===== src/mcs51_move_add_execute_macros.svh =====
// Assertion helpers shared by the checking code of the execute block.
`ifndef MCS51_MOVE_ADD_EXECUTE_MACROS_SVH
`define MCS51_MOVE_ADD_EXECUTE_MACROS_SVH

`define MA_ASSERT_IMPL(label, clk, rst_n, ante, cons, msg) \
	label: assert property (@(posedge clk) disable iff (!rst_n) (ante) |-> (cons)) \
		else $error(msg);

`define MA_ASSERT_NEXT(label, clk, rst_n, ante, cons, msg) \
	label: assert property (@(posedge clk) disable iff (!rst_n) (ante) |=> (cons)) \
		else $error(msg);

`endif


===== src/mcs51_ma_pkg.sv =====
package mcs51_ma_pkg;

	typedef logic [4:0] op_class_t;

	localparam op_class_t C_NOP         = 5'd0;
	localparam op_class_t C_MOV_A_RN    = 5'd1;
	localparam op_class_t C_MOV_RN_A    = 5'd2;
	localparam op_class_t C_MOV_RN_DIR  = 5'd3;
	localparam op_class_t C_MOV_RN_IMM  = 5'd4;
	localparam op_class_t C_MOV_DIR_RN  = 5'd5;
	localparam op_class_t C_XCH_RN      = 5'd6;
	localparam op_class_t C_ADD_RN      = 5'd7;
	localparam op_class_t C_MOV_A_DIR   = 5'd8;
	localparam op_class_t C_MOV_A_RI    = 5'd9;
	localparam op_class_t C_MOV_A_IMM   = 5'd10;
	localparam op_class_t C_MOV_DIR_A   = 5'd11;
	localparam op_class_t C_MOV_DIR_DIR = 5'd12;
	localparam op_class_t C_MOV_DIR_RI  = 5'd13;
	localparam op_class_t C_MOV_DIR_IMM = 5'd14;
	localparam op_class_t C_MOV_RI_A    = 5'd15;
	localparam op_class_t C_MOV_RI_DIR  = 5'd16;
	localparam op_class_t C_MOV_RI_IMM  = 5'd17;
	localparam op_class_t C_MOV_DPTR    = 5'd18;
	localparam op_class_t C_MOVX_A_RI   = 5'd19;
	localparam op_class_t C_MOVX_A_DP   = 5'd20;
	localparam op_class_t C_MOVX_RI_A   = 5'd21;
	localparam op_class_t C_MOVX_DP_A   = 5'd22;
	localparam op_class_t C_PUSH        = 5'd23;
	localparam op_class_t C_POP         = 5'd24;
	localparam op_class_t C_XCH_DIR     = 5'd25;
	localparam op_class_t C_XCH_RI      = 5'd26;
	localparam op_class_t C_XCHD        = 5'd27;
	localparam op_class_t C_ADD_DIR     = 5'd28;
	localparam op_class_t C_UNSUP       = 5'd29;

	localparam logic [7:0] SP_RESET = 8'h07;

	typedef struct packed {
		op_class_t   cls;
		logic        uses_ri;
		logic        ri_sel;
		logic [2:0]  rn;
		logic [7:0]  b1;
		logic [7:0]  b2;
		logic [1:0]  len;
		logic        unsup;
	} instr_t;

endpackage


===== src/mcs51_ma_queue.sv =====
module mcs51_ma_queue import mcs51_ma_pkg::*; (
	input  logic   clk,
	input  logic   arst_n,
	input  logic   push,
	input  instr_t push_data,
	input  logic   pop,
	output logic   full,
	output logic   valid,
	output instr_t head
);

	instr_t     slot_q [2];
	logic       wr_ptr_q;
	logic       rd_ptr_q;
	logic [1:0] cnt_q;

	assign full  = (cnt_q == 2'd2);
	assign valid = (cnt_q != 2'd0);
	assign head  = slot_q[rd_ptr_q];

	always_ff @(posedge clk) begin
		if (push) begin
			slot_q[wr_ptr_q] <= push_data;
		end
	end

	always_ff @(posedge clk or negedge arst_n) begin
		if (!arst_n) begin
			wr_ptr_q <= 1'b0;
			rd_ptr_q <= 1'b0;
			cnt_q    <= 2'd0;
		end else begin
			if (push) begin
				wr_ptr_q <= !wr_ptr_q;
			end
			if (pop) begin
				rd_ptr_q <= !rd_ptr_q;
			end
			if (push && !pop) begin
				cnt_q <= 2'(cnt_q + 2'd1);
			end else if (pop && !push) begin
				cnt_q <= 2'(cnt_q - 2'd1);
			end
		end
	end

endmodule


===== config.mk =====
export PLATFORM = sky130hd
export DESIGN_NAME = mcs51_ma_queue
export DESIGN_NICKNAME = d
export VERILOG_FILES = /design/src/mcs51_move_add_execute_macros.svh /design/src/mcs51_ma_pkg.sv /design/src/mcs51_ma_queue.sv
export SDC_FILE = /design/constraint.sdc
export NUM_CORES = 1
export LEC_CHECK = 0
export BUFFER_PORTS_ARGS = -buffer_cell sky130_fd_sc_hd__buf_2
export CAP_MARGIN = 10
export CORE_ASPECT_RATIO = 0.75
export CORE_MARGIN = 8
export CORE_UTILIZATION = 51
export DETAILED_ROUTE_END_ITERATION = 16
export GPL_ROUTABILITY_DRIVEN = 0
export PLACE_DENSITY_LB_ADDON = 0.15
export SLEW_MARGIN = 25
export SYNTH_ARGS = -nofsm -noshare
export SYNTH_HDL_FRONTEND = slang
export SYNTH_SLANG_ARGS = --single-unit

===== constraint.sdc =====
create_clock -name clk -period 2.85 [get_ports clk]
set_clock_uncertainty 0.15 [all_clocks]
set_input_delay 0.7125 -clock clk [delete_from_list [all_inputs] [get_ports clk]]
set_output_delay 0.7125 -clock clk [all_outputs]
set_load 0.01 [all_outputs]

-- Yosys cells after proc, flatten, opt, wreduce, memory -nomap -nowiden
Memory sizes are Yosys's and may differ from the RTL's.
Cells that the tools add are included.
- input port bits: 33
- bits in writable memories: 58
- memories kept: 1
- bits in registers: 4
- output and inout port bits: 31
- reduce and logical (&&, ||, !) cells: 8
- add/sub/neg operators: 2
- eq/ne operators: 1
- muxes and demuxes: 4
- memory list (memory ; words ; bits a word ; rd ports ; clocked after Yosys merged registers in ; write ports ; line ; source):
    slot_q ; 2 ; 29 ; 1 ; 0 ; 1 ; mcs51_ma_queue.sv:12 ; instr_t slot_q [2];
- operators with widths (operator ; count):
    1-bit zero test ; 4
    2-bit two-way mux ; 2
    2-bit nonzero test ; 2
    2-bit by 1-bit adder with 2-bit output (second input constant) ; 1
    2-bit equality test (second input constant) ; 1
    1-bit logical AND ; 2
    1-bit two-way mux ; 2
    2-bit by 1-bit subtractor with 2-bit output (second input constant) ; 1

-- Logic depth before layout (Yosys ltp)
- depth in word-level cells: 4
- depth in mapped cells: 5

-- Worst setup path after synthesis
Ideal clock, no wire load.
- path type: input -> register
- start point: input port push
- end point: memory slot_q[0][0] (netlist name), enable pin
- stages on the path: 1
- data arrival time: 2.032 ns
- data required time: 2.282 ns
- path slack: 0.250 ns
- cells stage by stage: nor2b_1
- cells in the longest elaborated chain, start to end: 2
- RTL lines (item ; line ; source):
    from (decl) ; mcs51_ma_queue.sv:4 ; input logic push,
    1-bit two-way mux ; mcs51_ma_queue.sv:22 ; if (push) begin
    1-bit two-way mux (not written as such) ; mcs51_ma_queue.sv:23 ; slot_q[wr_ptr_q] <= push_data;
    to (decl) ; mcs51_ma_queue.sv:12 ;
No other way between the ends.

==> metrics.yaml <==
seqPwrFrac: 0.456
dr.pass1.iters: 4
fp.dieW_um: 95.2
setup_violations: 0
grt_max_degree: 30
hold_class: "primary input to async pin"
end_kind: "output pin"
maxCapViolations: 0
required_ps: 1990
die-area_mm2: 0.00718
first_iter_violations: 57
ctsRootBufferMaster: "clkbuf_8"
power.density_mw_per_mm2: 975
finalWirelength_mm: 3.77
period_needed_ps: 2490
synth.avg_cell_area_um2: 22.6
track_usage: 0.116
finalCritPeriodShare: 0.874
worstPathMaxFanout: 20
ys_ff_latch: 62
yosysUniqueCellTypes: 12
clock-sinks: 62
cts.path.max_buffers: 2
syn_area_mm2: 0.00240
worst_slew_pin_slew_ps: 396
clk_pin_slew_ps: 60
detail-route-antenna-nets: 0
globalRouteMet3Util: 0.0837
post-place-ws_ps: 686
cts_resized: 0
placed_cells: 226
antenna_found_initial: 0
internal_power_mw: 2.10
syn_inst: 106
vias: 1157
coreArea_mm2: 0.00449
nNetsFinal: 214
io_pins: 64
initial_core_util: 0.534
area_growth_syn_to_layout_pct: 23.8
timing.final.hold_violations: 0
rsz0062_at_grt: "false"
critPathKind: "flip-flop to output pin"
grt_use_met2: 0.192
clock.fmax_mhz: 401
netSwitchingPower_uw: 792
cts_setup_buffers: 0
cts_tree: "built"
drive_above_1_share: 0.595
instances_no_fill: 242
comb_power_share: 0.311
status: "finished clean"
slew_headroom: 0.736
fin_hold_ws_ps: 32.9
peakVddDrop_mv: 0.539
die_h_um: 75.4
cp.arrival_ps: 1630
grt_overflow: 0
seq_area_frac_synth: 0.767
setup_ws_ps: 359
grt_pass1_wl_mm: 5.89
layout_common_cells: "buf_2 (63), edfxtp_1 (58), mux2_4 (29)"
use_met1: 0.108
cts.htree.levels: 3
p_sw_frac: 0.274
p_leak_nw: 1.23
busiest_layer: "met2"
cp-start-kind: "flip-flop"
finalSetupTns_ps: 0
drt-wirelength-per-cell_um: 15.6
clkLatencyLatePin_ps: 320
grt_pass1_vias: 1319
viasPerCell: 4.78
hold_buffers: 0
diodes: 0
portBuffers: 63
final_common_cell: "buf_2"
row_count: 21
ys_warn_count: 0
remaining_drc_errors: 0
cts_buffers: 9
clockPowerShare: 0.233
syn-num-nets: 140
maxSlewViolCount: 0
## worst max-delay path, stage by stage, from the launching register on
cell and delay [ps]:
dfrtp_2 590, buf_12 250, mux2_4 320, buf_2 140
## final timing paths
check / endpoint / slack [ps] / from / cells after the start
setup / recovery: head[18] / 360 / rd_ptr_q$_DFFE_PN0P_ / 3
hold / removal: wr_ptr_q$_DFFE_PN0P_ / 30 / arst_n / 1
setup reg to reg: slot_q[1][22]$_DFFE_PP_ / 1470 / wr_ptr_q$_DFFE_PN0P_ / 2
hold reg to reg: cnt_q[1]$_DFFE_PN0P_ / 340 / cnt_q[1]$_DFFE_PN0P_ / 1
min in group clk: cnt_q[1]$_DFFE_PN0P_ / 340 / cnt_q[1]$_DFFE_PN0P_ / 1
max in group asynchronous: rd_ptr_q$_DFFE_PN0P_ / 2380 / arst_n / 1
## routing by layer
layer	vias to the layer above	wire length, um
met5	-	0
met4	0	65
met3	6	440
met2	48	1900
met1	548	1360
li1	555	-
## power groups by stage
stage          logic, mW  registers [mW]  clock network (mW)
6_report           0.901            1.32               0.674
3_3_place_gp       0.914            1.33                   0
3_5_place_dp       0.922            1.34                   0
4_1_cts            0.925            1.32               0.701
2_1_floorplan      0.675            1.29                   0
5_1_grt            0.973            1.34               0.747
## cells by family after synthesis
family / share of synthesized area
buf+inv: 0.0156
mux: 0.181
xor+xnor: 0.0182
simple gates: 0.0120
flops: 0.767
fa+ha+maj: 0.00521
## cell usage after synthesis
library cell / n / area [um2]
edfxtp_1: 58 / 1740
mux2_4: 29 / 435
dfrtp_1: 4 / 100
xor2_1: 4 / 35.0
buf_6: 3 / 33.8
nor2b_1: 2 / 12.5
and2_1: 1 / 6.26
ha_1: 1 / 12.5
inv_1: 1 / 3.75
nor2_1: 1 / 3.75
or2_2: 1 / 6.26
xnor2_1: 1 / 8.76
## registers in the layout (all words and copies together), names as in the netlist
| signal | cells |
|---|---|
| slot_q | 58 |
| cnt_q | 2 |
| rd_ptr_q | 1 |
| wr_ptr_q | 1 |
## area by class of cell
class	instances	area (um2)
clock inverters	7	55.1
multi-input cells	40	523
well taps	57	71.3
flip-flops and latches	62	1840
inverters	1	3.75
clock buffers	9	124
repair buffers	66	350
fillers	322	1520
## per-stage QoR
| step | total power, mW | cell area [um2] | utilization |
|---|---|---|---|
| 2_1_floorplan | 1.96 | 2400 | - |
| 3_3_place_gp | 2.24 | 2790 | 0.621 |
| 3_5_place_dp | 2.26 | 2790 | 0.621 |
| 4_1_cts | 2.95 | 2970 | 0.661 |
| 5_1_grt | 3.06 | 2970 | 0.661 |
| 6_report | 2.89 | 2970 | 0.661 |
(Power assumes the default switching activity.)
