**config.mk**
```make
export PLATFORM = sky130hd
export DESIGN_NAME = mcs51_ma_front
export DESIGN_NICKNAME = d
export VERILOG_FILES = /design/src/mcs51_move_add_execute_macros.svh /design/src/mcs51_ma_pkg.sv /design/src/mcs51_ma_front.sv
export SDC_FILE = /design/constraint.sdc
export NUM_CORES = 1
export LEC_CHECK = 0
export ABC_AREA = 1
export BUFFER_PORTS_ARGS = -buffer_cell sky130_fd_sc_hd__buf_2
export CORE_MARGIN = 2
export CORE_UTILIZATION = 30
export DETAILED_ROUTE_END_ITERATION = 12
export SYNTH_ARGS = -nofsm -noshare
export SYNTH_HDL_FRONTEND = slang
export SYNTH_SLANG_ARGS = --single-unit
```
**constraint.sdc**
```tcl
create_clock -name vclk -period 1.7
set_clock_uncertainty 0.15 [all_clocks]
set_input_delay 0.255 -clock vclk [all_inputs]
set_output_delay 0.255 -clock vclk [all_outputs]
set_load 0.01 [all_outputs]
```
**src/mcs51_move_add_execute_macros.svh**
```systemverilog
// Assertion helpers shared by the checking code of the execute block.
`ifndef MCS51_MOVE_ADD_EXECUTE_MACROS_SVH
`define MCS51_MOVE_ADD_EXECUTE_MACROS_SVH

`define MA_ASSERT_IMPL(label, clk, rst_n, ante, cons, msg) \
	label: assert property (@(posedge clk) disable iff (!rst_n) (ante) |-> (cons)) \
		else $error(msg);

`define MA_ASSERT_NEXT(label, clk, rst_n, ante, cons, msg) \
	label: assert property (@(posedge clk) disable iff (!rst_n) (ante) |=> (cons)) \
		else $error(msg);

`endif

```
**src/mcs51_ma_pkg.sv**
```systemverilog
package mcs51_ma_pkg;

	typedef logic [4:0] op_class_t;

	localparam op_class_t C_NOP         = 5'd0;
	localparam op_class_t C_MOV_A_RN    = 5'd1;
	localparam op_class_t C_MOV_RN_A    = 5'd2;
	localparam op_class_t C_MOV_RN_DIR  = 5'd3;
	localparam op_class_t C_MOV_RN_IMM  = 5'd4;
	localparam op_class_t C_MOV_DIR_RN  = 5'd5;
	localparam op_class_t C_XCH_RN      = 5'd6;
	localparam op_class_t C_ADD_RN      = 5'd7;
	localparam op_class_t C_MOV_A_DIR   = 5'd8;
	localparam op_class_t C_MOV_A_RI    = 5'd9;
	localparam op_class_t C_MOV_A_IMM   = 5'd10;
	localparam op_class_t C_MOV_DIR_A   = 5'd11;
	localparam op_class_t C_MOV_DIR_DIR = 5'd12;
	localparam op_class_t C_MOV_DIR_RI  = 5'd13;
	localparam op_class_t C_MOV_DIR_IMM = 5'd14;
	localparam op_class_t C_MOV_RI_A    = 5'd15;
	localparam op_class_t C_MOV_RI_DIR  = 5'd16;
	localparam op_class_t C_MOV_RI_IMM  = 5'd17;
	localparam op_class_t C_MOV_DPTR    = 5'd18;
	localparam op_class_t C_MOVX_A_RI   = 5'd19;
	localparam op_class_t C_MOVX_A_DP   = 5'd20;
	localparam op_class_t C_MOVX_RI_A   = 5'd21;
	localparam op_class_t C_MOVX_DP_A   = 5'd22;
	localparam op_class_t C_PUSH        = 5'd23;
	localparam op_class_t C_POP         = 5'd24;
	localparam op_class_t C_XCH_DIR     = 5'd25;
	localparam op_class_t C_XCH_RI      = 5'd26;
	localparam op_class_t C_XCHD        = 5'd27;
	localparam op_class_t C_ADD_DIR     = 5'd28;
	localparam op_class_t C_UNSUP       = 5'd29;

	localparam logic [7:0] SP_RESET = 8'h07;

	typedef struct packed {
		op_class_t   cls;
		logic        uses_ri;
		logic        ri_sel;
		logic [2:0]  rn;
		logic [7:0]  b1;
		logic [7:0]  b2;
		logic [1:0]  len;
		logic        unsup;
	} instr_t;

endpackage

```
**src/mcs51_ma_front.sv**
```systemverilog
module mcs51_ma_front import mcs51_ma_pkg::*; (
	input  logic       in_valid,
	output logic       in_ready,
	input  logic [7:0] req_type,
	input  logic [7:0] first_operand,
	input  logic [7:0] second_operand,
	input  logic       q_full,
	input  logic       clearing,
	output logic       push,
	output instr_t     push_data
);

	op_class_t  cls;
	logic [1:0] len;

	assign in_ready = !q_full && !clearing;
	assign push     = in_valid && in_ready;

	always_comb begin
		cls = C_UNSUP;
		len = 2'd1;
		if (req_type[3]) begin
			unique case (req_type[7:4])
				4'hE: cls = C_MOV_A_RN;
				4'hF: cls = C_MOV_RN_A;
				4'hA: begin cls = C_MOV_RN_DIR; len = 2'd2; end
				4'h7: begin cls = C_MOV_RN_IMM; len = 2'd2; end
				4'h8: begin cls = C_MOV_DIR_RN; len = 2'd2; end
				4'hC: cls = C_XCH_RN;
				4'h2: cls = C_ADD_RN;
				default: cls = C_UNSUP;
			endcase
		end else begin
			unique case (req_type) inside
				8'h00: cls = C_NOP;
				8'hE5: begin cls = C_MOV_A_DIR; len = 2'd2; end
				8'hE6, 8'hE7: cls = C_MOV_A_RI;
				8'h74: begin cls = C_MOV_A_IMM; len = 2'd2; end
				8'hF5: begin cls = C_MOV_DIR_A; len = 2'd2; end
				8'h85: begin cls = C_MOV_DIR_DIR; len = 2'd3; end
				8'h86, 8'h87: begin cls = C_MOV_DIR_RI; len = 2'd2; end
				8'h75: begin cls = C_MOV_DIR_IMM; len = 2'd3; end
				8'hF6, 8'hF7: cls = C_MOV_RI_A;
				8'hA6, 8'hA7: begin cls = C_MOV_RI_DIR; len = 2'd2; end
				8'h76, 8'h77: begin cls = C_MOV_RI_IMM; len = 2'd2; end
				8'h90: begin cls = C_MOV_DPTR; len = 2'd3; end
				8'hE2, 8'hE3: cls = C_MOVX_A_RI;
				8'hE0: cls = C_MOVX_A_DP;
				8'hF2, 8'hF3: cls = C_MOVX_RI_A;
				8'hF0: cls = C_MOVX_DP_A;
				8'hC0: begin cls = C_PUSH; len = 2'd2; end
				8'hD0: begin cls = C_POP; len = 2'd2; end
				8'hC5: begin cls = C_XCH_DIR; len = 2'd2; end
				8'hC6, 8'hC7: cls = C_XCH_RI;
				8'hD6, 8'hD7: cls = C_XCHD;
				8'h25: begin cls = C_ADD_DIR; len = 2'd2; end
				default: cls = C_UNSUP;
			endcase
		end
	end

	always_comb begin
		push_data.cls     = cls;
		push_data.uses_ri = (cls == C_MOV_A_RI) || (cls == C_MOV_DIR_RI) ||
			(cls == C_MOV_RI_A) || (cls == C_MOV_RI_DIR) || (cls == C_MOV_RI_IMM) ||
			(cls == C_MOVX_A_RI) || (cls == C_MOVX_RI_A) || (cls == C_XCH_RI) ||
			(cls == C_XCHD);
		push_data.ri_sel  = req_type[0];
		push_data.rn      = req_type[2:0];
		push_data.b1      = first_operand;
		push_data.b2      = second_operand;
		push_data.len     = len;
		push_data.unsup   = (cls == C_UNSUP);
	end

endmodule

```
Word-level counts from Yosys, hierarchy flattened
Cells that the tools add are included.
- flip-flop bits (word level): 0
- input bits: 27
- output and inout port bits: 31
- word-level logic and storage cells: 78
- equality and inequality tests: 47
- muxes and demuxes: 6
- reduce and logical (&&, ||, !) cells: 25
- operator list (kind ; count):
    equality test 8 bit, second input constant ; 25
    case mux 5 bit (22 select lines) ; 1
    equality test 5 bit, second input constant ; 7
    case mux 5 bit (7 select lines) ; 1
    equality test 8 x 7 -> 1 bit, second input constant ; 4
    equality test 4 bit, second input constant ; 5
    OR reduction 2 bit ; 9
    equality test 5 x 4 -> 1 bit, second input constant ; 3
    OR reduction 13 bit ; 1
    equality test 8 x 6 -> 1 bit, second input constant ; 1
    zero test 8 bit ; 1
    logical OR 1 bit ; 8
    OR reduction 3 bit ; 2
    2-to-1 mux 5 bit ; 1
    equality test 4 x 2 -> 1 bit, second input constant ; 1
    equality test 4 x 3 -> 1 bit, second input constant ; 1
    2-to-1 mux 2 bit ; 2
    case mux 2 bit (2 select lines) ; 1
    logical AND 1 bit ; 2
    zero test 1 bit ; 2

Depth between registers and ports, before layout
- depth in word-level cells: 13
- depth in mapped cells: 14
- depth with buffers taken out: 14

Worst setup path before layout
Ideal clock, no wire load.
- path kind: input to output
- start point: input req_type[3]
- end point: output push_data[0] (netlist name)
- data arrival time: 1438 ps
- path slack: -143 ps
- stages: 11
- buffers on the path: 0
- path through: inv_2 nand2_1 nor2_4 nand2_1 nand3_2 nor2_1 nand2_1 nor2_1 a21oi_1 nand3_1 nor2_1
- RTL lines (item ; line ; source):
    start, declared ; mcs51_ma_front.sv:4 ; input logic [7:0] req_type,
    end, declared ; mcs51_ma_front.sv:10 ; output instr_t push_data

==> metrics.txt <==
outcome finished, violations left; failing checks negative setup slack; min Tclk post-route 1.96 ns; Tcrit/Tclk final 115%; synthesis-to-finish area growth 82.2%; worst-path fanout max 6; hold path depth 0; FMAX around 510 MHz; leakage power between 0.0009 and 0.001 uW; Final ANT Viol Nets 0; IO buf count 26; critical path's slowest cell nor2_4; syn_nets 205; # clk buffers 0; overall power 330 uW; DRT Pass-1 Iters 4; dpl cell area about 1300 um^2; vias in the first global route ~1,200; first-pass GRT wire length 5210 um; sequential share of the synthesized area 0%; DIE AREA around 3500 um^2; core area between 2000 and 3000 um^2; Worst Hold Launch second_operand[7]; Mapped Area 918 um^2; total track usage between 10% and 20%; worst relative slew slack between 80 and 90%; post-layout util 56.2%; routed wire length ~3300 um; share of layout cells above drive strength 1 67.7%; Worst EP required about 1.3 ns; hold endpoint push_data[10]; hold crit path type primary input to primary output; Crit path largest cell delay 0.22 ns; RSZ-0062 raised after global routing yes; CP Launch Type primary input; Die Span Y ~60 um; IO Count a little under 60; Vias/cell ~5; Antenna Cells 0; nets@finish 255; Setup Viol. Count Final 9; critical path type primary input to primary output; Slew Viols, Final 0; register area 0 um^2; sequential cells 0; Post-route DRC 0; crit-path most repeated cell nor2_4; Post-DP HPWL around 2500 um; PnR worst setup slack -0.263 ns; Cells after Synth 178; placement row count 20; number of distinct library cells after synthesis 24; final-report hold violation count 0; worst hold slack between 0.3 and 0.4 ns; CP bufs+invs 3; Peak VDD IR 94.1 uV; routed vias between 1,000 and 1,500; grt ovf 0; CTS Hold Bufs 0; Avg WL per Cell 12.9 um; Crit. End Element primary output; yosys warns 0; Starting Density roughly 31%; largest net degree at the start of global routing 8; average size of a mapped cell 5.16 um^2; Critical path origin req_type[3]; CP top delay family simple AND/OR/NAND/NOR gates; Max Cap Violations 0; drt initial violations between 50 and 60; Power Density approximately 200 nW/um^2; routability congestion estimate around 0.90; critical-path cell list buf_12 -> inv_6 -> nand2_4 -> nor2_4 -> nand2_2 -> nand3_4 -> nor2_1 -> nand2_1 -> nor2_2 -> a21oi_4 -> nand3_2 -> nor2_4 -> buf_6; Die W 59.3 um; initial antenna violation count 0; worst slew pin tran between 0.2 and 0.25 ns; WP data arrival about 1.6 ns; post-route cell area 1670 um^2
[cells in the final DEF, fill, tap and decap left out, types with 2 or more instances in the layout]
cell / n
inv_4: 3
nand4_1: 3
inv_1: 8
a31oi_1: 2
a21oi_1: 2
nand2_8: 3
nand2_2: 16
o21ai_0: 3
buf_12: 2
nor4_2: 2
buf_6: 7
nand2_4: 8
nor3_2: 4
inv_6: 2
nor2_2: 14
nand3_2: 7
inv_8: 2
nor2_1: 22
nand2_1: 24
nor2_4: 11
buf_2: 15
buf_8: 2
buf_4: 42
nand3_4: 2
nand3_1: 4
inv_2: 5
[Yosys cell counts]
| master | n | area share (%) |
|---|---|---|
| nand2_1 | 43 | 18 |
| nor2_1 | 34 | 14 |
| buf_4 | 20 | 16 |
| inv_1 | 11 | 4.5 |
| nor2_2 | 11 | 7.5 |
| inv_2 | 9 | 3.7 |
| nand3_1 | 9 | 4.9 |
| nand2_2 | 5 | 3.4 |
| nor3_1 | 5 | 2.7 |
| a21oi_1 | 4 | 2.2 |
| nand2_4 | 3 | 3.7 |
| nand3_2 | 3 | 3.3 |
| nand4_1 | 3 | 2.0 |
| nor4_1 | 3 | 2.0 |
| o21ai_0 | 3 | 1.6 |
| a31oi_1 | 2 | 1.4 |
| nor2_4 | 2 | 2.5 |
| o21ai_1 | 2 | 1.1 |
| and2_0 | 1 | 0.68 |
| and2_1 | 1 | 0.68 |
| nand3_4 | 1 | 1.9 |
| nor3b_1 | 1 | 0.82 |
| o211ai_1 | 1 | 0.82 |
| o31ai_1 | 1 | 0.82 |
[kinds of logic after synthesis]
logic type	count (synthesis)	synth area share [%]
AND/OR/NAND/NOR	125	67.6
buffers and inverters	40	24.5
AO/OA/AOI/OAI	13	7.90
[through the flow]
stage                     instances  setup slack, ns  setup TNS [ns]
after CTS                       258           -0.227          -0.964
after global routing            259           -0.346           -1.94
after floorplan                 178         0.000160               0
final                           259           -0.263           -1.28
after detailed placement        250           -0.383           -2.16
after global placement          250           -0.386           -2.25
[layer usage]
metal  share of wire (%)  track usage, %
met5                   0               0
met4                 2.1            3.90
met3                 5.5            1.09
met2                  50            34.4
met1                  42            23.9
[final cells by class]
cell class	instances	area, um^2
multi-input combinational	138	985
inverter	20	108
tap	33	41.3
timing repair buffer	68	539
fill	281	1310
[power breakdown]
group	switching, uW	internal [uW]
combinational	178	152
clock	0	0
sequential	0	0
[worst max path at each step]
stage	end	slack (ns)	cells after the start
floorplan	push_data[0]	0.0002	11
global placement	push_data[0]	-0.39	15
detailed placement	push_data[0]	-0.38	15
CTS	push_data[0]	-0.23	15
global route	push_data[27]	-0.35	14
finish	push_data[0]	-0.26	13
[what timing repair did]
item	4_1_cts	5_1_grt
endpoints found under the setup margin	9	9
pin swaps	22	10
buffers inserted	8	1
gates resized for setup	71	13
gates cloned	0	0
Power figures use the tool's default switching activity.
